<file path="src/rtl/core/pvbpa_pkg.sv">
// ----------------------------------------------------------------------------
// pvbpa_pkg
// Shared constants, types and the CORDIC angle table of the bin phase
// advance unit.
// ----------------------------------------------------------------------------
package pvbpa_pkg;

  localparam int FRAME_BINS   = 1024;             // power of two
  localparam int FRAME_LOG2   = $clog2(FRAME_BINS);
  localparam int AW           = 10;               // state address bits
  localparam int DEPTH        = 2 ** AW;
  localparam int STAGES       = 15;               // CORDIC iterations
  localparam int XW           = 27;               // CORDIC datapath width
  localparam int ZW           = 18;               // CORDIC angle width
  localparam int OMW          = 28;               // advance kept mod 2^OMW
  localparam int GAIN_FIX     = 24167;            // round(65536/K^2)

  localparam logic REG_HOP   = 1'b0;
  localparam logic REG_RATIO = 1'b1;

  localparam logic [10:0] HOP_RESET   = 11'd512;
  localparam logic [15:0] RATIO_RESET = 16'd4096;

  typedef struct packed {
    logic [AW-1:0]  idx;
    logic           zero;
    logic [OMW-1:0] omega;
  } vec_tag_t;

  // atan(2^-i) as a fraction of a turn, 2^-16 units
  function automatic logic signed [ZW-1:0] turn_atan(input int i);
    logic signed [ZW-1:0] r;
    unique case (i)
      0:       r = ZW'(8192);
      1:       r = ZW'(4836);
      2:       r = ZW'(2555);
      3:       r = ZW'(1297);
      4:       r = ZW'(651);
      5:       r = ZW'(326);
      6:       r = ZW'(163);
      7:       r = ZW'(81);
      8:       r = ZW'(41);
      9:       r = ZW'(20);
      10:      r = ZW'(10);
      11:      r = ZW'(5);
      12:      r = ZW'(3);
      default: r = ZW'(1);
    endcase
    return r;
  endfunction

endpackage

</file>
<file path="src/rtl/core/pvbpa_cordic_rot.sv">
// ----------------------------------------------------------------------------
// pvbpa_cordic_rot
// Pipelined rotation CORDIC, one iteration per register stage.
// ----------------------------------------------------------------------------
module pvbpa_cordic_rot import pvbpa_pkg::*; (
  input  logic                 clk,
  input  logic                 rst,
  input  logic                 en,
  input  logic                 in_valid,
  input  logic signed [XW-1:0] in_x,
  input  logic signed [ZW-1:0] in_a,
  input  logic [AW-1:0]        in_idx,
  output logic                 out_valid,
  output logic signed [XW-1:0] out_x,
  output logic signed [XW-1:0] out_y,
  output logic [AW-1:0]        out_idx
);

  logic                 vr [STAGES];
  logic signed [XW-1:0] xr [STAGES];
  logic signed [XW-1:0] yr [STAGES];
  logic signed [ZW-1:0] ar [STAGES];
  logic [AW-1:0]        ir [STAGES];

  genvar k;
  for (k = 0; k < STAGES; k++) begin : g_stage
    logic                 vi;
    logic signed [XW-1:0] xi, yi;
    logic signed [ZW-1:0] ai;
    logic [AW-1:0]        ii;

    if (k == 0) begin : g_first
      assign vi = in_valid;
      assign xi = in_x;
      assign yi = '0;
      assign ai = in_a;
      assign ii = in_idx;
    end else begin : g_next
      assign vi = vr[k-1];
      assign xi = xr[k-1];
      assign yi = yr[k-1];
      assign ai = ar[k-1];
      assign ii = ir[k-1];
    end

    always_ff @(posedge clk) begin
      if (rst) begin
        vr[k] <= 1'b0;
      end else if (en) begin
        vr[k] <= vi;
      end
    end

    always_ff @(posedge clk) begin
      if (en) begin
        ir[k] <= ii;
        if (!ai[ZW-1]) begin
          xr[k] <= xi - (yi >>> k);
          yr[k] <= yi + (xi >>> k);
          ar[k] <= ai - turn_atan(k);
        end else begin
          xr[k] <= xi + (yi >>> k);
          yr[k] <= yi - (xi >>> k);
          ar[k] <= ai + turn_atan(k);
        end
      end
    end
  end

  assign out_valid = vr[STAGES-1];
  assign out_x     = xr[STAGES-1];
  assign out_y     = yr[STAGES-1];
  assign out_idx   = ir[STAGES-1];

endmodule

</file>
<file path="config.mk">
export PLATFORM = sky130hd
export DESIGN_NAME = pvbpa_cordic_rot
export DESIGN_NICKNAME = d
export VERILOG_FILES = /design/src/rtl/core/pvbpa_pkg.sv /design/src/rtl/core/pvbpa_cordic_rot.sv
export SDC_FILE = /design/constraint.sdc
export NUM_CORES = 2
export LEC_CHECK = 0
export BUFFER_PORTS_ARGS = -buffer_cell sky130_fd_sc_hd__buf_2
export CAP_MARGIN = 30
export CORE_MARGIN = 2
export CORE_UTILIZATION = 55
export CTS_BUF_LIST = sky130_fd_sc_hd__clkbuf_16
export DETAILED_ROUTE_END_ITERATION = 6
export HOLD_SLACK_MARGIN = 0.08
export PLACE_DENSITY = 0.71
export SLEW_MARGIN = 20
export SYNTH_ARGS = -nofsm -noshare
export SYNTH_HDL_FRONTEND = slang
export SYNTH_SLANG_ARGS = --single-unit
</file>
<file path="constraint.sdc">
create_clock -name clk -period 4.18 [get_ports clk]
set_input_delay 0 -clock clk [delete_from_list [all_inputs] [get_ports clk]]
set_output_delay 0 -clock clk [all_outputs]
set_load 0.005 [all_outputs]
</file>
==> out/metrics.yaml <==
cells_and_area:
  regArea_um2: 36300
  post-route-util: 0.650
  multi_input_area_um2: 54600
  n_antenna_cell: 0
  final_nets: 11100
  areaGrowthSynthToFinish_pct: 17.3
  n_fill_cell: 13000
  layout-drive-gt1-share: 0.142
clock_network:
  clock_sinks: 1209
  numCtsBuffers: 140
  cts_tree: "done"
  clk_pin_slew_ns: 0.06
  htree_levels: 4
  cts_buffer_depth: 3
  clock_latency_ns: 0.81
  cts_root_buf: "clkbuf_16"
min_path:
  holdCritPathClass: "primary input to register"
  hp-start: "in_a[14]"
run_status:
  violations: "negative setup slack"
  status: "finished, violations left"
timing:
  setup_ws_ns: -0.0312
  drv_slew: 0
  finalSetupTns_ns: -0.0425
  rsz0062_at_grt: "true"
  max_freq_mhz: 237
  slew_headroom: 0.346
  timing.final.crit_period_ns: 4.21
  tightest_slew_ns: 0.981
  setup_viol: 2
  finalCritPeriodShare: 1.01
  finalClockSkew_ns: 0.0508
  report.final.hold_viol_count: 0
drt:
  drt_iter0_markers: 5240
  vias: 72000
  ant_nets: 0
  wl_per_cell_um: 19.4
  dr.pass1.iters: 6
  drc: 0
  drt-vias-per-instance: 5.87
  wirelength_um: 238000
die:
  die_area_um2: 170000
  fp-row-count: 149
  core_area_um2: 165000
  initial_core_util: 0.554
  die_y_um: 412
  io_pins: 124
  die_w_um: 412
synthesis:
  synth_area_um2: 91500
  syn_area_per_cell_um2: 10.2
  synth_flop_cell: "edfxtp_1"
  yosysSeqAreaShare: 0.397
  synth_cell_types: 84
  synthTopCellsByCount: "edfxtp_1 (1209), ha_1 (1018), xnor2_1 (874), a21oi_1 (845), nor2_1 (681)"
  synthTopCellsByArea: "edfxtp_1 (40%), ha_1 (14%), xnor2_1 (8.4%), a21oi_1 (4.6%), xor2_1 (4.4%)"
  yosys.area.top_type: "edfxtp_1"
  synth-seq-cells: 1209
  synthArstFlopShare: 0
  yosysMostFrequentCell: "edfxtp_1"
  yosysWarnings: 0
  synth_top_area_frac: 0.397
  synth_edf_count: 1209
  synth_nets: 10100
  postSynthCellCount: 8999
setup_path:
  r2r-start: "yr[1][12]"
  setup.worst_path.start: "yr[1][12]"
  arrival_ns: 4.75
  cp_max_fo: 2
  r2r-end: "xr[1][51]"
  crit_required_ns: 4.72
  cp-start-kind: "register"
  reg2reg_depth: 16
  worstSetupPathType: "register to register"
  ff2ff_setup_slack_ns: -0.03
  endpoint: "xr[1][51]"
  cp-end-kind: "register"
grt:
  grt-ovfl-total: 0
  grt_pass1_vias: 69800
  grt_max_degree: 168
  track_usage: 0.275
  grt_pass1_wl_um: 373000
  antenna_found_initial: 1
placed_design:
  gp_congestion: 0.991
  port_buffers: 123
  hpwl_um: 186000
run:
  cap_violations: 0
per-layer routing:
layer | part of all wire | up-vias | track usage
met2 | 0.47 | 1830 | 0.466
li1 | - | 35300 | -
met3 | 0.054 | 397 | 0.0386
met5 | 0 | - | 0
met4 | 0.037 | 0 | 0.0986
met1 | 0.44 | 34400 | 0.359
state kept, by name, summed over array words and instances, names as in the netlist:
register,flops
yr,405
xr,404
ar,235
ir,150
vr,15
stage by stage:
step,instance area (µm²),hold WS [ns],instances,worst slack [ns]
finish,107000,0.142,12300,-0.0312
global route,107000,0.128,12300,-0.169
CTS,106000,0.0847,12200,-0.0435
detailed placement,99500,0.178,11800,-0.232
global placement,99500,0.177,11800,-0.247
floorplan,91500,0.0989,8999,-0.0466
worst max-delay path: stages (launching register included):
cell and delay [ns]:
edfxtp_1 0.39, or4_4 0.55, or4_4 0.43, or2_4 0.26, o21ai_4 0.14, xnor2_2 0.09, ha_1 0.31, a21o_1 0.21
a21oi_2 0.14, nand2_1 0.07, a21o_1 0.19, a31oi_4 0.19, o41ai_2 0.09, or4_4 0.47, a31oi_4 0.19, o21bai_1 0.09
xor2_1 0.14
placed cells by master (no fill, tap or decap), types with 66 or more instances in the layout:
master and instances:
nand3_1 133, clkbuf_16 140, dlygate4sd3_1 111, o21ai_0 418, and3_1 66, inv_1 421
o31ai_1 81, nand2b_1 131, xor2_1 457, edfxtp_1 1209, buf_4 699, xnor2_1 863
o21bai_1 115, nor2b_1 113, a21oi_1 807, buf_2 122, nand2_1 476, o21a_1 137
ha_1 1011, a21o_1 359, nor2_1 675, nor3_1 209
area by class of cell:
cell class,count,area share
clock buffers,140,0.0326
clock inverters,115,0.0122
flip-flops and latches,1209,0.338
inverters,403,0.0141
repair buffers,953,0.0684
multi-input cells,7249,0.509
well taps,2189,0.0255
logic make-up after synthesis:
logic type	after synthesis	share of synthesized area
compound gates	2538	0.178
xor+xnor	1333	0.128
fa+ha+maj	1059	0.148
buf+inv	541	0.0222
flops	1209	0.397
mux	74	0.00840
simple gates	2245	0.119
repair_timing:
action                     CTS  global route
hold buffers               111             0
setup endpoints to repair   21           144
gates resized for setup     21           309
setup buffers                3            56
hold endpoints to repair   388             0
pin swaps                    4            87
worst min path at each step:
stage | end | slack (ns) | depth (start not counted)
2_1_floorplan | ar[0][0] | 0.1 | 0
3_3_place_gp | ir[0][2] | 0.18 | 1
3_5_place_dp | ar[0][9] | 0.18 | 1
4_1_cts | ar[0][14] | 0.08 | 3
5_1_grt | ar[0][14] | 0.13 | 3
6_report | ar[0][14] | 0.14 | 3
Power is left out: the tool's default activity adds up to more than one toggle a clock period on the data nets, which glitch-free logic cannot reach.
