$ cat config.mk
export PLATFORM = sky130hd
export DESIGN_NAME = pvbpa_cordic_vec
export DESIGN_NICKNAME = d
export VERILOG_FILES = /design/src/rtl/core/pvbpa_pkg.sv /design/src/rtl/core/pvbpa_cordic_vec.sv
export SDC_FILE = /design/constraint.sdc
export NUM_CORES = 2
export LEC_CHECK = 0
export BUFFER_PORTS_ARGS = -buffer_cell sky130_fd_sc_hd__buf_2
export CELL_PAD_IN_SITES_DETAIL_PLACEMENT = 0
export CELL_PAD_IN_SITES_GLOBAL_PLACEMENT = 2
export CORE_MARGIN = 8
export CORE_UTILIZATION = 44
export DETAILED_ROUTE_END_ITERATION = 8
export HOLD_SLACK_MARGIN = 0.05
export PLACE_DENSITY_LB_ADDON = 0.1
export SYNTH_ARGS = -nofsm -noshare
export SYNTH_HDL_FRONTEND = slang
export SYNTH_SLANG_ARGS = --single-unit
$ cat constraint.sdc
create_clock -name clk -period 6.9 [get_ports clk]
set_input_delay 1.38 -clock clk [delete_from_list [all_inputs] [get_ports clk]]
set_output_delay 1.38 -clock clk [all_outputs]
set_load 0.005 [all_outputs]
$ cat src/rtl/core/pvbpa_pkg.sv
// ----------------------------------------------------------------------------
// pvbpa_pkg
// Shared constants, types and the CORDIC angle table of the bin phase
// advance unit.
// ----------------------------------------------------------------------------
package pvbpa_pkg;

  localparam int FRAME_BINS   = 1024;             // power of two
  localparam int FRAME_LOG2   = $clog2(FRAME_BINS);
  localparam int AW           = 10;               // state address bits
  localparam int DEPTH        = 2 ** AW;
  localparam int STAGES       = 15;               // CORDIC iterations
  localparam int XW           = 27;               // CORDIC datapath width
  localparam int ZW           = 18;               // CORDIC angle width
  localparam int OMW          = 28;               // advance kept mod 2^OMW
  localparam int GAIN_FIX     = 24167;            // round(65536/K^2)

  localparam logic REG_HOP   = 1'b0;
  localparam logic REG_RATIO = 1'b1;

  localparam logic [10:0] HOP_RESET   = 11'd512;
  localparam logic [15:0] RATIO_RESET = 16'd4096;

  typedef struct packed {
    logic [AW-1:0]  idx;
    logic           zero;
    logic [OMW-1:0] omega;
  } vec_tag_t;

  // atan(2^-i) as a fraction of a turn, 2^-16 units
  function automatic logic signed [ZW-1:0] turn_atan(input int i);
    logic signed [ZW-1:0] r;
    unique case (i)
      0:       r = ZW'(8192);
      1:       r = ZW'(4836);
      2:       r = ZW'(2555);
      3:       r = ZW'(1297);
      4:       r = ZW'(651);
      5:       r = ZW'(326);
      6:       r = ZW'(163);
      7:       r = ZW'(81);
      8:       r = ZW'(41);
      9:       r = ZW'(20);
      10:      r = ZW'(10);
      11:      r = ZW'(5);
      12:      r = ZW'(3);
      default: r = ZW'(1);
    endcase
    return r;
  endfunction

endpackage

$ cat src/rtl/core/pvbpa_cordic_vec.sv
// ----------------------------------------------------------------------------
// pvbpa_cordic_vec
// Pipelined vectoring CORDIC, one iteration per register stage.
// ----------------------------------------------------------------------------
module pvbpa_cordic_vec import pvbpa_pkg::*; (
  input  logic                 clk,
  input  logic                 rst,
  input  logic                 en,
  input  logic                 in_valid,
  input  logic signed [XW-1:0] in_x,
  input  logic signed [XW-1:0] in_y,
  input  logic signed [ZW-1:0] in_z,
  input  vec_tag_t             in_tag,
  output logic                 out_valid,
  output logic signed [XW-1:0] out_x,
  output logic signed [ZW-1:0] out_z,
  output vec_tag_t             out_tag
);

  logic                 vr [STAGES];
  logic signed [XW-1:0] xr [STAGES];
  logic signed [XW-1:0] yr [STAGES];
  logic signed [ZW-1:0] zr [STAGES];
  vec_tag_t             tr [STAGES];

  genvar k;
  for (k = 0; k < STAGES; k++) begin : g_stage
    logic                 vi;
    logic signed [XW-1:0] xi, yi;
    logic signed [ZW-1:0] zi;
    vec_tag_t             ti;

    if (k == 0) begin : g_first
      assign vi = in_valid;
      assign xi = in_x;
      assign yi = in_y;
      assign zi = in_z;
      assign ti = in_tag;
    end else begin : g_next
      assign vi = vr[k-1];
      assign xi = xr[k-1];
      assign yi = yr[k-1];
      assign zi = zr[k-1];
      assign ti = tr[k-1];
    end

    always_ff @(posedge clk) begin
      if (rst) begin
        vr[k] <= 1'b0;
      end else if (en) begin
        vr[k] <= vi;
      end
    end

    always_ff @(posedge clk) begin
      if (en) begin
        tr[k] <= ti;
        if (yi > 0) begin
          xr[k] <= xi + (yi >>> k);
          yr[k] <= yi - (xi >>> k);
          zr[k] <= zi + turn_atan(k);
        end else begin
          xr[k] <= xi - (yi >>> k);
          yr[k] <= yi + (xi >>> k);
          zr[k] <= zi - turn_atan(k);
        end
      end
    end
  end

  assign out_valid = vr[STAGES-1];
  assign out_x     = xr[STAGES-1];
  assign out_z     = zr[STAGES-1];
  assign out_tag   = tr[STAGES-1];

endmodule

==> impl_metrics.ini <==
[detailed_routing]
drc = 0
vias = 76500
drtPass1Iterations = 6
wirelength_mm = 280
drt_iter0_drc = 5333
wl_per_cell_um = 20.4
ant_nets = 0
routed_via_density = 5.58

[floorplanning]
core_area_um2 = 243000
die_height_um = 511
dieArea_um2 = 261000
start_util_pct = 44.3
die_w_um = 511
ios = 200
row_count = 181

[worst_setup_path]
crit_top_cell = buf_4
start_kind = register
r2r-start = yr[0][61]
crit_required_ns = 7.45
timing.rr.end = xr[0][106]
reg2reg_depth = 21
slowest_delay_ns = 0.64
crit_buf_inv = 3
path_class = register to register
crit_fanout = 15
ff2ff_setup_slack_ns = 0.41
cpMaxStageDelayCell = or4_1
crit_chain = or4_1, nor4_1, buf_4, nand4_1, nand2b_2, nor4_4, buf_4, o21ai_2, buf_4, mux2i_1, ha_1, nor2b_1, o21a_1, o21ai_0, a211oi_1, nor4_1, or4_1, a21oi_1, a211o_1, a21oi_1, xnor2_1
arrival_ns = 7.04
endpoint_kind = register
cpLargestDelayFamily = simple AND/OR/NAND/NOR gates

[synth]
yosysMostFrequentCell = edfxtp_1
synth-async-reset-ratio_pct = 0
yosysTopAreaCell = edfxtp_1
synth_cells = 10000
yosys.area_share.simple_pct = 10.9
synth_top_flop_cell = edfxtp_1
ys_seq_area_share_pct = 46.0
synth-edff-count = 1652
synthMuxAreaShare_pct = 0.597
synth_area_per_cell_um2 = 10.8
ys_ff_latch = 1652
synth_top_area_share_pct = 46.0
syn_area_um2 = 108000
synth_cell_types = 88
synthTopCellsByArea = edfxtp_1 46%, ha_1 12%, xnor2_1 7.2%
synth_compound_area_share_pct = 16.4
syn_nets = 11200
synthAdderAreaFrac_pct = 12.8
synth_top_family_by_area = compound AO/OA/AOI/OAI gates
ys_warn_count = 0
synth_xor_area_share_pct = 11.1
yosys-top-cells-count = 1652 x edfxtp_1, 1029 x ha_1, 893 x a21oi_1

[finish]
postLayoutCoreUtil_pct = 49.1
final_nets = 11600
final_cells = 13700
layout-drive-gt1-share_pct = 6.82
area.growth.synth_to_final_pct = 10.9

[global_route]
grt_pass1_vias = 74300
grtUsageTotal_pct = 20.6
antenna_found_initial = 13
grt_pass1_wl_mm = 432
grt_max_degree = 107
overflow = 0

[sta]
relSlewSlack_pct = 16.6
whs_ns = 0.383
worstMarginPinSlew_ns = 1.24
period_minus_slack_ns = 6.49
period_share_pct = 94.0
drv_slew = 0
fmax_mhz = 154
fin_skew_ns = 0.0524
rsz0062_at_grt = false
fin_tns_setup_ns = 0
hold_viol = 0
setup_viol = 0

[clocking]
numCtsBuffers = 187
htreeDepth = 4
clk_path_buf_depth = 3
clock-root-buffer = clkbuf_16
clock_latency_ns = 0.84
cts_tree = yes
cts.sinks = 1652
path_clk_slew_ns = 0.06
holdBufCountCts = 0

[place]
numPortBuffers = 199
dpl.cell_count = 13400
dp_hpwl_mm = 221
gp_congestion = 0.880

[min_path]
hp-class = register to register
min_to = tr[0][246]
whs_path_depth = 0
hold_path.startpoint = tr[0][207]

[job]
drv_cap = 0

[status]
status = finished, final reports clean
==> cells in the final DEF (no fill, tap or decap), types with 29 or more instances in the layout <==
cell,synthesis,final
o31ai_1,166,166
o21bai_1,144,144
clkbuf_16,0,188
nand3_1,155,155
inv_1,458,458
nor3_1,231,231
mux2i_1,43,43
and2_1,38,38
nor2_1,726,726
edfxtp_1,1652,1652
clkinv_1,4,32
o41ai_1,70,69
or3_1,67,67
buf_4,1,114
and3_1,56,56
nand2b_1,153,152
fa_1,45,45
buf_2,10,198
o21ai_0,572,570
or2_2,29,29
a21oi_1,893,890
a31oi_1,82,82
clkinv_2,0,30
nand4_1,60,60
o21a_1,116,116
xnor2_1,884,884
or4_1,51,51
nor2b_1,140,140
ha_1,1029,1029
xor2_1,478,478
nand2_1,566,566
a211oi_1,76,76
nor4_1,86,85
a21o_1,366,366
a21boi_0,39,39
==> per-stage QoR <==
stage	setup WS [ns]	area, µm²
3_5_place_dp	-0.615	113000
2_1_floorplan	1.06	108000
5_1_grt	0.0647	120000
3_3_place_gp	-0.572	113000
4_1_cts	0.162	120000
6_report	0.411	120000
==> how the worst max path moves through the flow <==
stage          cells past startpoint  slack [ns]          to       start
2_1_floorplan                     23        1.06   yr[0][80]   yr[0][35]
6_report                          21        0.41  xr[0][106]   yr[0][61]
3_5_place_dp                      20       -0.61  yr[0][107]   yr[0][71]
5_1_grt                           19        0.06  yr[0][160]  yr[0][113]
3_3_place_gp                      20       -0.57  yr[0][107]   yr[0][71]
4_1_cts                           21        0.16  yr[0][107]   yr[0][69]
==> routing by layer <==
metal,GRT usage (%),vias up,wire length [µm]
li1,-,38100,-
met4,4.06,0,5180
met5,0,-,0
met2,35.3,1397,134000
met3,2.76,300,11700
met1,28.1,36800,129000
==> registers in the layout, summed over array words and instances, names as in the netlist <==
register,flops
tr,585
xr,404
yr,378
zr,270
vr,15
==> worst reg2reg max path, cell delays in order, from the launching register on <==
cell      delay (ns)
edfxtp_1        0.49
or4_1           0.64
nor4_1          0.22
buf_4           0.19
nand4_1         0.28
nand2b_2        0.43
nor4_4          0.26
buf_4           0.19
o21ai_2         0.14
buf_4           0.27
mux2i_1         0.31
ha_1            0.29
nor2b_1         0.13
o21a_1          0.18
o21ai_0         0.36
a211oi_1        0.21
nor4_1          0.59
or4_1           0.26
a21oi_1         0.20
a211o_1         0.31
a21oi_1         0.17
xnor2_1         0.09
==> cell type report <==
class | instances | area (µm²)
Clock buffer | 216 | 4810
Antenna cell | 2 | 5.00
Sequential cell | 1652 | 49600
Fill cell | 22100 | 124000
Clock inverter | 130 | 1600
Timing Repair Buffer | 314 | 1890
Inverter | 466 | 1750
Tap cell | 3202 | 4010
Multi-Input combinational cell | 7742 | 55900
==> kinds of logic after synthesis <==
kind of cell,Yosys count
AO/OA/AOI/OAI,2809
AND/OR/NAND/NOR,2435
XOR/XNOR,1362
buffers and inverters,631
flip-flops,1652
adder cells (fa/ha/maj),1074
multiplexers,62
==> repair_timing <==
action / 4_1_cts / 5_1_grt
hold endpoints to repair: 0 / 0
setup buffers: 2 / 0
setup endpoints to repair: 16 / 6
gates resized for setup: 2 / 6
pin swaps: 1 / 0
Power is left out: the tool's default activity adds up to more than one toggle a clock period on the data nets, which glitch-free logic cannot reach.
